**config.mk**
```make
export PLATFORM = sky130hd
export DESIGN_NAME = aotde_fifo
export DESIGN_NICKNAME = d
export VERILOG_FILES = /design/src/design/aotde_fifo.sv
export SDC_FILE = /design/constraint.sdc
export NUM_CORES = 1
export LEC_CHECK = 0
export BUFFER_PORTS_ARGS = -buffer_cell sky130_fd_sc_hd__buf_2
export CAP_MARGIN = 25
export CORE_ASPECT_RATIO = 1.75
export CORE_MARGIN = 4
export CORE_UTILIZATION = 25
export DETAILED_ROUTE_END_ITERATION = 16
export REMOVE_ABC_BUFFERS = 1
export SLEW_MARGIN = 20
export SYNTH_ARGS = -nofsm -noshare
export SYNTH_HDL_FRONTEND = slang
export SYNTH_SLANG_ARGS = --single-unit
```
**constraint.sdc**
```tcl
create_clock -name clk -period 1.5 [get_ports clk]
set_input_delay 0.15 -clock clk [delete_from_list [all_inputs] [get_ports clk]]
set_output_delay 0.15 -clock clk [all_outputs]
set_load 0.02 [all_outputs]
```
**src/design/aotde_fifo.sv**
```systemverilog
// Small first-word-fall-through queue built from registers.
module aotde_fifo #(
	parameter int DEPTH = 4,
	parameter int WIDTH = 8
) (
	input  logic             clk,
	input  logic             arst_n,
	input  logic             push,
	input  logic [WIDTH-1:0] wdata,
	output logic             full,
	input  logic             pop,
	output logic [WIDTH-1:0] rdata,
	output logic             empty
);
	localparam int AW = $clog2(DEPTH);

	logic [WIDTH-1:0] mem_q [DEPTH];
	logic [AW:0]      wr_ptr_q;
	logic [AW:0]      rd_ptr_q;
	logic             do_push;
	logic             do_pop;

	assign empty   = (wr_ptr_q == rd_ptr_q);
	assign full    = (wr_ptr_q[AW-1:0] == rd_ptr_q[AW-1:0]) && (wr_ptr_q[AW] != rd_ptr_q[AW]);
	assign do_push = push && !full;
	assign do_pop  = pop && !empty;
	assign rdata   = mem_q[rd_ptr_q[AW-1:0]];

	always_ff @(posedge clk or negedge arst_n) begin
		if (!arst_n) begin
			wr_ptr_q <= '0;
			rd_ptr_q <= '0;
		end else begin
			if (do_push)
				wr_ptr_q <= wr_ptr_q + 1'b1;
			if (do_pop)
				rd_ptr_q <= rd_ptr_q + 1'b1;
		end
	end

	always_ff @(posedge clk) begin
		if (do_push)
			mem_q[wr_ptr_q[AW-1:0]] <= wdata;
	end
endmodule

```
==> impl_metrics.py, run 1 <==
metrics = {
    "global_routing": {
        "grt_pass1_vias": 1078,
        "grtUsageMet2": 0.152,
        "grtUsageMet3": 0.0231,
        "use_met1": 0.0930,
        "globalRouteOverflowTotal": 0,
        "grt_start_max_net_pins": 14,
        "grt_pass1_wl_um": 5320,
        "grt.busiest_layer": "met2",
        "grt.total_usage": 0.0847,
        "antenna_found_initial": 0,
    },
    "placement": {
        "place_hpwl_um": 2350,
        "routabilityCongestion": 0.761,
        "port_buffers": 21,
        "dpl_cell_area_um2": 2000,
    },
    "yosys": {
        "netlist_area_um2": 1700,
        "async_flop_share": 0.158,
        "yosys.area.top_type_share": 0.567,
        "synth_edf_count": 32,
        "synthTopCellsByArea": "edfxtp_1 57%, mux4_1 12%, dfrtp_1 8.9%, ha_1 3.7%, xnor2_1 2.1%",
        "ys_ff_latch": 38,
        "synth_cells": 90,
        "ys_seq_area_frac": 0.655,
        "yosysMostFrequentCell": "edfxtp_1",
        "yosys.area.top_type": "edfxtp_1",
        "synth_ff_type": "edfxtp_1",
        "syn_area_per_cell_um2": 18.8,
        "yosysWarnings": 0,
        "synth_cell_types": 26,
        "yosys-top-cells-count": "32 x edfxtp_1, 8 x mux4_1, 6 x dfrtp_1, 5 x ha_1",
    },
    "critical_path": {
        "crit_path_max_fanout": 4,
        "crit_chain": "buf_6 > mux4_2 > buf_6",
        "cp.depth": 3,
        "start_kind": "flop",
        "reg2regPathDepth": 5,
        "slowest_delay_ps": 510,
        "cp_common_cell": "buf_6",
        "path_buf_inv": 2,
        "critPathSlowestCell": "mux4_2",
        "timing.rr.start": "rd_ptr_q[0]",
        "cp_top_family": "multiplexers",
        "rrSetupSlack_ps": 20,
        "crit_type": "flop to output port",
        "arrival_ps": 1470,
        "required_ps": 1350,
        "r2r_end": "mem_q[2][0]",
        "cp-end-kind": "output port",
    },
    "final_layout": {
        "fillCellCount": 628,
        "drive_above_1_share": 0.511,
        "area_growth_syn_to_layout_pct": 33.7,
        "stdcell_area_um2": 2270,
        "antenna_cells": 0,
        "nets": 151,
    },
    "floorplanning": {
        "die-area_um2": 8220,
        "rows": 39,
        "ios": 22,
        "die_h_um": 117,
        "die_w_um": 70.3,
        "initial_core_util": 0.257,
        "coreArea_um2": 6590,
    },
    "drt": {
        "viasPerCell": 4.31,
        "wl_per_cell_um": 14.2,
        "firstDrtPassIters": 4,
        "drt_iter0_drc": 82,
        "drcViolationCount": 0,
        "routed-via-count": 936,
        "drtAntennaViolNets": 0,
        "routed_wl_um": 3090,
    },
    "power": {
        "netSwitchingFraction": 0.344,
        "peakVddDrop_mv": 0.895,
        "combPwrFrac": 0.513,
        "seqPwrFrac": 0.304,
        "p_switching_mw": 1.79,
        "total_power_mw": 5.21,
        "power.share.clock": 0.183,
        "internal_power_mw": 3.42,
        "leakage_nw": 0.845,
        "cellPowerDensity_nw_per_um2": 2300,
    },
    "cts": {
        "htreeDepth": 2,
        "insertion_delay_ps": 270,
        "clock_path_buffers": 2,
        "cts_root_buf": "clkbuf_16",
        "path_clk_slew_ps": 50,
        "cts_tree": "done",
        "numCtsBuffers": 5,
        "clkSinkCount": 38,
    },
    "sta": {
        "fin_ws_ps": -121,
        "fmax_ghz": 0.617,
        "tns_ps": -1090,
        "skew_ps": 1.18,
        "worst_pin_slew_ps": 409,
        "slew_violations": 0,
        "rsz0062_at_grt": "true",
        "fin_crit_ps": 1620,
        "setup-violations-final": 10,
        "period_share": 1.08,
        "slew-limit-headroom": 0.725,
        "hold_viol": 0,
    },
    "hold_path": {
        "hold_path_depth": 1,
        "hold_class": "primary input to flop",
        "min_to": "mem_q[3][0]",
        "min_from": "wdata[0]",
    },
    "run": {
        "maxCapViolCount": 0,
    },
    "run_status": {
        "status": "complete, but fails checks",
        "violations": "setup timing",
    },
}
kinds of logic after synthesis:
logic type      count (synthesis)  share of synthesized area
xor+xnor                        9                     0.0598
buf+inv                         6                     0.0177
flops                          38                      0.655
compound gates                 13                     0.0679
mux                             8                      0.124
fa+ha+maj                       5                     0.0369
simple gates                   11                     0.0384
worst max path at each step:
stage,startpoint,endpoint,slack [ps]
2_1_floorplan,rd_ptr_q[1],mem_q[0][0],-140
3_3_place_gp,wr_ptr_q[0],mem_q[2][0],-40
3_5_place_dp,wr_ptr_q[0],mem_q[1][1],-50
4_1_cts,rd_ptr_q[0],rdata[6],-140
5_1_grt,rd_ptr_q[0],rdata[0],-170
6_report,rd_ptr_q[0],rdata[6],-120
placed cells by master, fill, tap and decap left out, types with 2 or more instances in the layout:
cell / count
edfxtp_1: 32
buf_4: 14
buf_6: 13
buf_2: 11
mux4_2: 8
ha_1: 5
clkbuf_16: 5
inv_1: 4
xnor2_1: 4
dfrtp_1: 4
o31ai_1: 3
a21oi_1: 3
and3_4: 2
xor2_1: 2
nand2b_4: 2
a211oi_2: 2
dfrtp_2: 2
per-stage QoR:
step	cells	utilization	worst slack (ps)	hold slack, ps
final	217	0.344	-121	95.1
after global placement	206	0.304	-38.0	-13.5
after detailed placement	206	0.304	-50.7	-3.02
after CTS	216	0.338	-138	88.7
after floorplan	88	-	-144	-146
after global routing	217	0.344	-173	91.1
state kept, by name (all words and copies together), names as in the netlist:
| register | count |
|---|---|
| mem_q | 32 |
| wr_ptr_q | 3 |
| rd_ptr_q | 3 |
layout make-up:
class	instances	area (um2)	share of cell area
clock buffers	6	129	0.0568
repair buffers	39	317	0.140
flip-flops and latches	38	1110	0.491
well taps	82	103	0.0453
clock inverters	2	8.76	0.00386
inverters	4	15.0	0.00662
multi-input cells	46	582	0.257
power by group through the flow:
| stage | combinational [mW] | clock [mW] | sequential, mW |
|---|---|---|---|
| after global placement | 2.10 | 0 | 1.57 |
| final | 2.67 | 0.956 | 1.59 |
| after CTS | 2.60 | 0.975 | 1.59 |
| after global routing | 2.90 | 1.02 | 1.61 |
| after floorplan | 1.26 | 0 | 1.65 |
| after detailed placement | 2.17 | 0 | 1.59 |
metal layers:
layer	vias up	share of wire
li1	436	-
met1	471	0.39
met2	24	0.55
met3	5	0.044
met4	0	0.017
met5	-	0
what timing repair did:
action | CTS | global route
buffers inserted | 1 | 1
hold buffers | 1 | 0
hold endpoints to repair | 6 | 0
gates resized for setup | 38 | 6
endpoints found under the setup margin | 34 | 44
pin swaps | 2 | 2
Power figures use the tool's default switching activity.
==> run 2: changes to the inputs <==
Settings changed: PLACE_DENSITY from default to 0.46.
==> impl_metrics.py, run 2 (same netlist as run 1, synthesis figures left out) <==
metrics = {
    "power": {
        "peakVddDrop_mv": 1.09,
        "leakage_nw": 0.870,
        "cellPowerDensity_nw_per_um2": 2400,
    },
    "cts": {
        "cts_tree": "done",
        "numCtsBuffers": 5,
        "clkSinkCount": 38,
        "path_clk_slew_ps": 60,
        "htreeDepth": 2,
        "cts_root_buf": "clkbuf_16",
        "clock_path_buffers": 2,
        "insertion_delay_ps": 280,
    },
    "critical_path": {
        "timing.rr.start": "rd_ptr_q[0]",
        "reg2regPathDepth": 6,
        "start_kind": "flop",
        "r2r_end": "rd_ptr_q[0]",
        "crit_chain": "buf_12 > mux4_2 > buf_6",
        "arrival_ps": 1510,
        "crit_path_max_fanout": 8,
        "rrSetupSlack_ps": 20,
        "crit_type": "flop to output port",
        "slowest_delay_ps": 520,
        "path_buf_inv": 2,
        "critPathSlowestCell": "mux4_2",
        "cp_top_family": "multiplexers",
        "cp-end-kind": "output port",
        "required_ps": 1350,
    },
    "placement": {
        "place_ws_ps": -62.2,
        "dpl_cell_area_um2": 2010,
        "routabilityCongestion": 0.684,
        "port_buffers": 21,
    },
    "hold_path": {
        "hold_path_depth": 1,
        "min_from": "wdata[6]",
        "min_to": "mem_q[2][6]",
        "hold_class": "primary input to flop",
    },
    "sta": {
        "fmax_ghz": 0.602,
        "tns_ps": -1280,
        "setup-violations-final": 9,
        "slew-limit-headroom": 0.771,
        "period_share": 1.11,
        "rsz0062_at_grt": "true",
        "hold_viol": 0,
        "fin_crit_ps": 1660,
        "skew_ps": 7.04,
        "fin_ws_ps": -160,
        "slew_violations": 0,
        "worst_pin_slew_ps": 342,
        "holdWs_ps": 87.5,
    },
    "drt": {
        "routed_wl_um": 3390,
        "drt_iter0_drc": 45,
        "drcViolationCount": 0,
        "routed-via-count": 924,
        "drtAntennaViolNets": 0,
        "wl_per_cell_um": 15.6,
        "firstDrtPassIters": 4,
        "viasPerCell": 4.26,
    },
    "final_layout": {
        "largest_register_ffs": 32,
        "nets": 151,
        "drive_above_1_share": 0.570,
        "stdcell_area_um2": 2380,
        "area_growth_syn_to_layout_pct": 40.7,
        "final_cell_mix": "32 x edfxtp_1, 13 x buf_4, 11 x buf_2, 11 x buf_6, 8 x mux4_2",
        "fin_util": 0.362,
        "antenna_cells": 0,
        "final_common_cell": "edfxtp_1",
    },
    "global_routing": {
        "grt_start_max_net_pins": 14,
        "globalRouteOverflowTotal": 0,
        "grt_pass1_wl_um": 5510,
        "grt_pass1_vias": 1072,
        "antenna_found_initial": 0,
        "grt.total_usage": 0.0902,
    },
    "run_status": {
        "violations": "setup timing",
        "status": "complete, but fails checks",
    },
    "floorplanning": {
        "coreArea_um2": 6590,
        "ios": 22,
        "rows": 39,
        "die-area_um2": 8220,
        "die_h_um": 117,
        "initial_core_util": 0.257,
        "die_w_um": 70.3,
    },
    "run": {
        "maxCapViolCount": 0,
    },
}
## run 2: cell types whose count changed in the layout (fill, tap and decap cells not counted), sizes merged
cell,delta
clkinv,-2
clkbuf,+1
bufinv,+1
## run 2: stage by stage
stage | std cells | power, mW
after floorplan | 88 | 2.92
after global placement | 206 | 3.74
after detailed placement | 206 | 3.79
after CTS | 217 | 5.53
after global routing | 217 | 6.05
final | 217 | 5.72
## run 2: how the worst max path moves through the flow
| stage | startpoint | end | depth (start not counted) |
|---|---|---|---|
| 3_3_place_gp | wr_ptr_q[1] | mem_q[2][2] | 3 |
| 3_5_place_dp | wr_ptr_q[1] | mem_q[2][2] | 3 |
| 2_1_floorplan | rd_ptr_q[1] | mem_q[0][0] | 3 |
| 5_1_grt | rd_ptr_q[0] | rdata[6] | 3 |
| 6_report | rd_ptr_q[0] | rdata[6] | 3 |
| 4_1_cts | rd_ptr_q[0] | rdata[6] | 3 |
## run 2: routing by layer
layer / up-vias / global-route usage / part of all wire
met3: 4 / 0.0248 / 0.042
met2: 24 / 0.154 / 0.55
li1: 440 / - / -
met1: 456 / 0.102 / 0.40
met5: - / 0 / 0
met4: 0 / 0.0499 / 0.015
## run 2: cell type report
cell class | instances | area [um2]
fillers | 652 | 4200
flip-flops and latches | 38 | 1110
multi-input cells | 46 | 648
repair buffers | 39 | 342
clock buffers | 7 | 133
well taps | 82 | 103
clock inverters | 1 | 30.0
inverters | 4 | 15.0
## run 2: worst reg2reg max path, stage by stage, from the launching register on
cell	delay, ps
dfrtp_2	440
buf_12	140
buf_8	130
xor2_4	150
buf_4	160
o31ai_2	230
xnor2_1	140
## run 2: timing repair
item	4_1_cts	5_1_grt
hold endpoints to repair	6	0
pin swaps	3	5
hold buffers	1	0
setup buffers	2	0
setup endpoints to repair	34	46
resized for setup	38	17
## run 2: report_power, final
part | internal, mW | leakage (nW) | switching (mW)
sequential | 1.44 | 0.362 | 0.155
combinational | 1.53 | 0.430 | 1.44
clock | 0.785 | 0.0781 | 0.374
total | 3.75 | 0.870 | 1.97
