### config.mk
export PLATFORM = sky130hd
export DESIGN_NAME = aotde_front
export DESIGN_NICKNAME = d
export VERILOG_FILES = /design/src/design/aotde_pkg.sv /design/src/design/aotde_front.sv
export SDC_FILE = /design/constraint.sdc
export NUM_CORES = 1
export LEC_CHECK = 0
export ABC_AREA = 1
export BUFFER_PORTS_ARGS = -buffer_cell sky130_fd_sc_hd__buf_2
export CAP_MARGIN = 20
export CORE_UTILIZATION = 58
export DETAILED_ROUTE_END_ITERATION = 6
export GPL_ROUTABILITY_DRIVEN = 1
export PLACE_DENSITY = 0.89
export REMOVE_ABC_BUFFERS = 1
export SETUP_SLACK_MARGIN = 0.4
export SYNTH_ARGS = -nofsm -noshare
export SYNTH_HDL_FRONTEND = slang
export SYNTH_SLANG_ARGS = --single-unit
### constraint.sdc
create_clock -name vclk -period 4.95
set_input_delay 0.2475 -clock vclk [all_inputs]
set_output_delay 0.2475 -clock vclk [all_outputs]
set_load 0.02 [all_outputs]
### src/design/aotde_pkg.sv
// Shared types, constants and region tables for the AOT40 diurnal estimate unit.
package aotde_pkg;

	localparam int NUM_REGIONS = 5;
	localparam int NUM_HOURS   = 13;
	localparam int HOUR_FIRST  = 6;

	localparam logic [2:0] RG_NA_EAST  = 3'd0;
	localparam logic [2:0] RG_NA_WEST  = 3'd1;
	localparam logic [2:0] RG_NA_NORTH = 3'd2;
	localparam logic [2:0] RG_NA_OTHER = 3'd3;
	localparam logic [2:0] RG_EURASIA  = 3'd4;
	localparam logic [2:0] RG_NONE     = 3'd5;

	localparam logic [1:0] CONT_OTHER = 2'd0;
	localparam logic [1:0] CONT_NAM   = 2'd1;
	localparam logic [1:0] CONT_EUR   = 2'd2;
	localparam logic [1:0] CONT_ASIA  = 2'd3;

	localparam logic [3:0] MONTH_FIRST_ACTIVE = 4'd4;
	localparam logic [3:0] MONTH_LAST_ACTIVE  = 4'd9;

	// Eurasia amplitude numerator: 757200 - 104*lat, then (n+50)/100
	localparam logic signed [22:0] EA_BASE  = 23'sd757200;
	localparam logic signed [22:0] EA_SLOPE = 23'sd104;
	localparam logic signed [22:0] EA_ROUND = 23'sd50;
	// divide by 100 as multiply by ceil(2^29/100), exact below 2^22
	localparam logic [22:0] RECIP_K     = 23'd5368710;
	localparam int          RECIP_SHIFT = 29;

	localparam logic signed [18:0] THRESH   = 19'sd4000;
	localparam logic [24:0]        EXPO_MAX = 25'h1FFFFFF;

	typedef struct packed {
		logic [2:0]  region;
		logic [21:0] amp_num;
		logic [15:0] ozone;
		logic        active;
		logic        found;
	} cell_word_t;

	typedef struct packed {
		logic [24:0] expo;
		logic        found;
	} result_t;

	function automatic int tmin_of(input int r);
		case (r)
			RG_NA_WEST, RG_EURASIA: tmin_of = 5;
			default:                tmin_of = 6;
		endcase
	endfunction

	function automatic int tmax_of(input int r);
		case (r)
			RG_NA_NORTH: tmax_of = 17;
			RG_NA_OTHER: tmax_of = 16;
			default:     tmax_of = 15;
		endcase
	endfunction

	function automatic logic [14:0] amp_const(input logic [2:0] r);
		unique case (r)
			RG_NA_EAST:  amp_const = 15'd1280;
			RG_NA_WEST:  amp_const = 15'd1100;
			RG_NA_NORTH: amp_const = 15'd430;
			RG_NA_OTHER: amp_const = 15'd790;
			default:     amp_const = 15'd0;
		endcase
	endfunction

	// hour is on the rising side of the triangle
	function automatic bit rising(input int r, input int k);
		rising = (k >= tmin_of(r)) && (k < tmax_of(r));
	endfunction

	function automatic int m_of(input int r, input int k);
		int m;
		m = 2 * k - (tmin_of(r) + tmax_of(r));
		if (k < tmin_of(r))
			m = m + 24;
		else if (k >= tmax_of(r))
			m = m - 24;
		m_of = m;
	endfunction

endpackage

### src/design/aotde_front.sv
// Region classification, active month check and Eurasia amplitude numerator.
module aotde_front (
	input  logic signed [15:0]    longitude,
	input  logic signed [14:0]    latitude,
	input  logic [1:0]            continent,
	input  logic [15:0]           ozone_mean,
	input  logic [3:0]            month_index,
	output aotde_pkg::cell_word_t word
);
	logic signed [22:0] lat_x;
	logic signed [22:0] ea_num;
	logic               lat_10_90;
	logic               r0_hit;
	logic               r1_hit;
	logic               r2_hit;
	logic               r3_hit;
	logic               r4_hit;
	logic [2:0]         region;

	assign lat_x     = {{8{latitude[14]}}, latitude};
	assign ea_num    = aotde_pkg::EA_BASE - aotde_pkg::EA_SLOPE * lat_x;
	assign lat_10_90 = (latitude > 15'sd1000) && (latitude < 15'sd9000);

	assign r0_hit = (longitude > -16'sd9000) && (longitude < -16'sd5500) && lat_10_90;
	assign r1_hit = (longitude > -16'sd12400) && (longitude < -16'sd11200)
		&& (latitude > 15'sd4700) && (latitude < 15'sd5500);
	assign r2_hit = (longitude > -16'sd18000) && (longitude < -16'sd12300)
		&& (latitude > 15'sd5300) && (latitude < 15'sd9000);
	assign r3_hit = (longitude > -16'sd18000) && (longitude < -16'sd9000) && lat_10_90;
	assign r4_hit = (longitude > -16'sd1500) && (longitude < 16'sd18000) && lat_10_90;

	always_comb begin
		region = aotde_pkg::RG_NONE;
		unique case (continent)
			aotde_pkg::CONT_NAM: begin
				if (r0_hit)
					region = aotde_pkg::RG_NA_EAST;
				else if (r1_hit)
					region = aotde_pkg::RG_NA_WEST;
				else if (r2_hit)
					region = aotde_pkg::RG_NA_NORTH;
				else if (r3_hit)
					region = aotde_pkg::RG_NA_OTHER;
			end
			aotde_pkg::CONT_EUR, aotde_pkg::CONT_ASIA: begin
				if (r4_hit)
					region = aotde_pkg::RG_EURASIA;
			end
			default: region = aotde_pkg::RG_NONE;
		endcase
	end

	always_comb begin
		word.region  = region;
		// clip at zero: a zero numerator yields a zero amplitude
		word.amp_num = (ea_num > 23'sd0) ? 22'(ea_num + aotde_pkg::EA_ROUND) : 22'd0;
		word.ozone   = ozone_mean;
		word.found   = (region != aotde_pkg::RG_NONE);
		word.active  = (region != aotde_pkg::RG_NONE)
			&& (month_index >= aotde_pkg::MONTH_FIRST_ACTIVE)
			&& (month_index <= aotde_pkg::MONTH_LAST_ACTIVE);
	end
endmodule

==> results of run 1 <==
## layer usage
metal	wire (µm)	track usage [%]	part of all wire [%]	vias to the layer above
met5	0	2.098	0	-
met2	4676	50.65	48	117
met1	4512	32.83	46	1997
met4	85	1.970	0.87	0
met3	462	2.406	4.7	12
li1	-	-	-	2239
## placed cells by master, fill, tap and decap left out, drive strengths merged, types with 2 or more instances in the layout
| master | instances |
|---|---|
| buf | 63 |
| xnor2 | 8 |
| a21oi | 21 |
| ha | 73 |
| o21ai | 14 |
| nor2 | 72 |
| o211ai | 3 |
| xor2 | 9 |
| nor4 | 4 |
| nand3b | 4 |
| nand3 | 57 |
| conb | 2 |
| inv | 153 |
| nand4 | 21 |
| fa | 14 |
| nor3 | 12 |
| nand2 | 198 |
## timing repair
item | 4_1_cts | 5_1_grt
resized for setup | 0 | 23
endpoints found under the setup margin | 0 | 20
setup buffers | 0 | 2
## power by group through the flow
stage	sequential [mW]	clock [mW]	combinational, mW
finish	0	0	1.74
detailed placement	0	0	1.61
global route	0	0	1.96
CTS	0	0	1.62
global placement	0	0	1.56
floorplan	0	0	1.29
## worst max path at each step
stage           startpoint  cells after the start  slack (ns)       end
2_1_floorplan  latitude[6]                     23        1.17  word[35]
3_3_place_gp   latitude[2]                     22        0.75  word[36]
3_5_place_dp   latitude[6]                     26        0.62  word[39]
4_1_cts        latitude[6]                     26        0.61  word[39]
5_1_grt        latitude[4]                     26        0.39  word[38]
6_report       latitude[4]                     27        0.67  word[35]
## worst max-delay path, cell delays in order
cell and delay, ns:
buf_2 0.15, inv_1 0.08, ha_1 0.29, inv_1 0.04, ha_1 0.26, inv_1 0.05, fa_1 0.49, inv_1 0.04
ha_1 0.35, nand2_1 0.12, nor2_1 0.20, nand2_1 0.10, nand3_1 0.08, nand2_1 0.06, nand2_2 0.11, nand3_2 0.14
nand3_4 0.14, nand2_2 0.08, nand2_4 0.09, nand2_4 0.06, nand2_1 0.06, nand2_1 0.08, nor2_2 0.17, nand3_4 0.17
nand2_8 0.16, nor2_1 0.06, buf_2 0.15
## area by class of cell
| class | instances | share of cell area, % |
|---|---|---|
| multi-input combinational | 522 | 77.20 |
| inverter | 153 | 12.75 |
| timing repair buffer | 63 | 7.387 |
| tap | 96 | 2.666 |
## cells by family (layout without fill, tap and decap cells)
logic type | after synthesis | count (layout) | share of synthesized area (%)
buffers and inverters | 173 | 216 | 17.93
adder cells (fa/ha/maj) | 87 | 87 | 29.18
XOR/XNOR | 17 | 17 | 4.283
other | 1 | 2 | 0.09168
AND/OR/NAND/NOR | 367 | 369 | 41.88
AO/OA/AOI/OAI | 47 | 47 | 6.639
## per-stage QoR
step	power (mW)	util, %	instance area [µm²]	hold WS (ns)
after floorplan	1.289	-	3935	0.4950
final	1.740	66.32	4506	0.4951
after global routing	1.955	66.32	4506	0.4951
after CTS	1.622	64.18	4360	0.4951
after global placement	1.565	64.18	4360	0.4951
after detailed placement	1.613	64.18	4360	0.4951
==> impl_results.md, run 1 <==
- Outcome: finished clean
- Worst path required time: 4.70 ns
- Setup WS pre-CTS: around 0.62 ns
- Post-Layout Cell Count: 834
- Top-area cell type share of the netlist area: 22.33%
- Die area: 7392 µm²
- FF/Latch Area: 0 µm²
- Starting density of the core: around three fifths
- DRT iter0 DRCs: 208
- Port buffer count: 61
- Post-synth top cells: 179 x nand2_1, 149 x inv_1, 73 x ha_1, 59 x nor2_1, 47 x nand3_1
- Area of the mapped netlist: between 4000 and 5000 µm²
- Placed cell count: 830
- CP Launch Type: input pin
- P_sw: approximately 1.1 mW
- Final HPWL DP: 8178 µm
- Cell taking the most area after synthesis: ha_1
- Total congestion overflow: 0
- Hold Crit Depth: 0
- RSZ-0062 raised after global routing: true
- Fillers: approximately 620
- Kind of critical path: in -> out
- CLK BUF: 0
- First-pass GRT wire length: 16720 µm
- Cells after synthesis: ~690
- VDD IR max: between 0.0003 and 0.0004 V
- Fin crit period: 4.283 ns
- Synth top area cells: ha_1 22%, nand2_1 16%, inv_1 14%
- Hold EP: word[10]
- Layout cells sized above 1: around 18%
- DR vias/cell: 5.234
- P_leak: around 2.7 nW
- DRC: 0
- FMAX: 233.5 MHz
- HP Start: ozone_mean[8]
- Core Footprint: 6794 µm²
- Largest net degree at the start of global routing: 20
- Chip width: about 86 µm
- HP Class: in -> out
- Antenna Cells: 0
- Cell Pwr Density: 386.3 nW/µm²
- Initial antenna violation count: 0
- Via Count: 4365
- DR pass1 iterations: 7
- Max-cap check violation count: 0
- Final WS setup: 0.6675 ns
- Vias in the first global route: 4069
- Worst-path fanout max: 10
- Switching Fraction: 65.85%
- Period utilization: 86.52%
- DR WL/cell: 11.68 µm
- Ports: between 90 and 100
- Setup TNS: 0 ns
- Comb pwr share: 100.0%
- Cell Int Power: 0.5944 mW
- Layout Nets: 880
- GRT Util Overall: approximately a quarter
- Synth Warn #: 0
- Die Ht: approximately 86 µm
- WL final: 9737 µm
- Setup crit end kind: output port
- Cell variety after synth: 39
- Crit path arrival time: 4.04 ns
- CTS hold repair buffers: 0
- Most common cell in the netlist: nand2_1
- Synth-to-Final Area Change: 10.16%
- Avg Cell Area, Syn: 5.911 µm²
- Seq cells: 0
- Antenna Nets Post-Route: 0
- Register share of total power: 0%
- Row count: 30
- Final count of negative-setup-slack endpoints: 0
- Final Slew Violations: 0
- Area occupied by multi-input gates: 3478 µm²
- GP Congestion: 0.9631
- Final Hold Viols: 0
- Clock power frac: 0%
- Sequential-to-total area share from yosys stat: 0%
Note: power is estimated with default switching activity, not from simulation.
==> run 2: changes to the inputs <==
==> constraint.sdc (replaced) <==
create_clock -name vclk -period 4.4
set_input_delay 0.22 -clock vclk [all_inputs]
set_output_delay 0.22 -clock vclk [all_outputs]
set_load 0.02 [all_outputs]
==> run 2 against run 1 <==
The flow now finishes with violations (design-rule violations, negative setup slack); critical endpoint is now word[39]; flip-flop and latch count unchanged; critical path type unchanged; count of clock-buffer cells in the layout did not move; hold slack worse by 0.055 ns; global-route usage up 3.0 points.
==> impl_results.md, run 2 (same netlist as run 1, synthesis figures left out) <==
- Outcome: finished with violations
- Seq cells: 0 (unchanged)
- Most common cell after layout, fill and taps aside: nand2_1
- DR pass1 iterations: 7 (unchanged)
- Row count: 30 (unchanged)
- Final Slew Violations: 0 (unchanged)
- Failing checks: design-rule violations, negative setup slack
- WL final: 17020 µm (+75%)
- Die area: 7392 µm² (unchanged)
- Final WS setup: -0.02745 ns (-0.6949 ns)
- Worst path required time: 4.18 ns (-0.52 ns)
- HP Start: ozone_mean[8]
- Post-DP Area: 4360 µm² (unchanged)
- Total congestion overflow: 0 (unchanged)
- Final Hold Viols: 0 (unchanged)
- First-pass GRT wire length: 18170 µm (+8.7%)
- CLK BUF: 0 (unchanged)
- Fin crit period: 4.427 ns
- DR WL/cell: 19.79 µm (+70%)
- RSZ-0062 raised after global routing: true
- Layout Nets: 905 (+2.8%)
- Synth-to-Final Area Change: 39.52%
- Antenna Nets Post-Route: 0 (unchanged)
- Crit path arrival time: 4.21 ns (+0.17 ns)
- Port buffer count: 61 (unchanged)
- Hold WS: 0.4401 ns (-0.05502 ns)
- Cell Pwr Density: 562.0 nW/µm² (+45%)
- Die Ht: 85.98 µm (unchanged)
- Chip width: 85.98 µm (unchanged)
- P_leak: 2.945 nW (+9.7%)
- VDD IR max: 0.0005815 V (+93%)
- Crit path buf inv count: 5 (-1)
- Starting density of the core: 60.20% (unchanged)
- Layout Utilization: 84.00% (+18 points)
- Core Footprint: 6794 µm² (unchanged)
- Setup crit end kind: output port
- Crit-path leading delay family: simple AND/OR/NAND/NOR gates
- Largest net degree at the start of global routing: 12 (-40%)
- Hold Crit Depth: 0 (unchanged)
- Final HPWL DP: 8214 µm (+0.44%)
- Fillers: 368 (-40%)
- Slowest CP cell: fa_1
- GP Congestion: 0.9614 (-0.18%)
- Via Count: 5436 (+25%)
- CTS hold repair buffers: 0 (unchanged)
- Area occupied by multi-input gates: 4285 µm² (+23%)
- Placed cell count: 830 (unchanged)
- FMAX: 225.9 MHz
- Delay of the slowest critical-path stage: 0.54 ns (+0.05 ns)
- DRT iter0 DRCs: 507 (+140%)
- Most frequent cells in the layout: 118 x nand2_1, 116 x inv_1, 53 x nand2_2
- Power, Total: 3.207 mW (+84%)
- Hold EP: word[10]
- HP Class: in -> out
- DR vias/cell: 6.321 (+21%)
- GRT Util Overall: 29.46% (+3.0 points)
- DRC: 32 (+32)
- FF/Latch Area: 0 µm² (unchanged)
- Critical path's most frequent cell: nand2_1
- Worst-path fanout max: 4 (-6)
- Layout cells sized above 1: 39.84% (+22 points)
- Vias in the first global route: 4411 (+8.4%)
- Initial antenna violation count: 1 (+1)
- Period utilization: 100.6%
- CP Launch Type: input pin
- Post-Layout Cell Count: 860 (+3.1%)
- Kind of critical path: in -> out
- Post-route cell area: 5707 µm² (+27%)
- Final count of negative-setup-slack endpoints: 4 (+4)
- Ports: 96 (unchanged)
- Max-cap check violation count: 0 (unchanged)
-- run 2: changes by cell type in the layout (fill, tap and decap cells not counted), moves of 20 or more --
cell / delta
inv_2: +21
nand2_1: -58
inv_1: -30
ha_4: +20
nand2_2: +35
buf_4: +30
nand2_4: +24
buf_2: -28
-- run 2: layer usage --
layer / vias up / track usage (%) / share of wire [%]
li1: 2313 / - / -
met2: 505 / 55.63 / 45
met5: - / 2.098 / 0
met4: 0 / 7.121 / 10
met3: 212 / 4.331 / 11
met1: 2406 / 34.38 / 33
-- run 2: area by class of cell --
cell class / count / area share, %
multi-input cells: 523 / 75.09
repair buffers: 87 / 12.19
inverters: 153 / 10.57
well taps: 96 / 2.105
diodes: 1 / 0.04385
-- run 2: metrics by stage --
step	setup slack [ns]	TNS [ns]
after detailed placement	0.1424	0
final	-0.02745	-0.05594
after floorplan	0.6764	0
after global routing	-0.1540	-1.738
after global placement	0.2512	0
after CTS	0.4018	0
-- run 2: how the worst max path moves through the flow --
stage | start | endpoint | cells after the start
after floorplan | latitude[6] | word[35] | 23
final | latitude[11] | word[39] | 25
after detailed placement | latitude[2] | word[35] | 22
after global routing | latitude[11] | word[39] | 25
after CTS | latitude[2] | word[33] | 24
after global placement | latitude[6] | word[36] | 26
-- run 2: timing repair --
| action | 4_1_cts | 5_1_grt |
|---|---|---|
| endpoints found under the hold margin | 0 | 0 |
| setup endpoints to repair | 20 | 20 |
| cloned | 3 | 0 |
| gates resized for setup | 73 | 211 |
| pin swaps | 27 | 77 |
| setup buffers | 9 | 17 |
-- run 2: report_power, final --
group          leakage (nW)  internal (mW)  switching, mW
Combinational          2.95           1.18           2.02
Sequential                0              0              0
Clock            0.00000864   0.0000000388              0
Total                  2.95           1.18           2.02
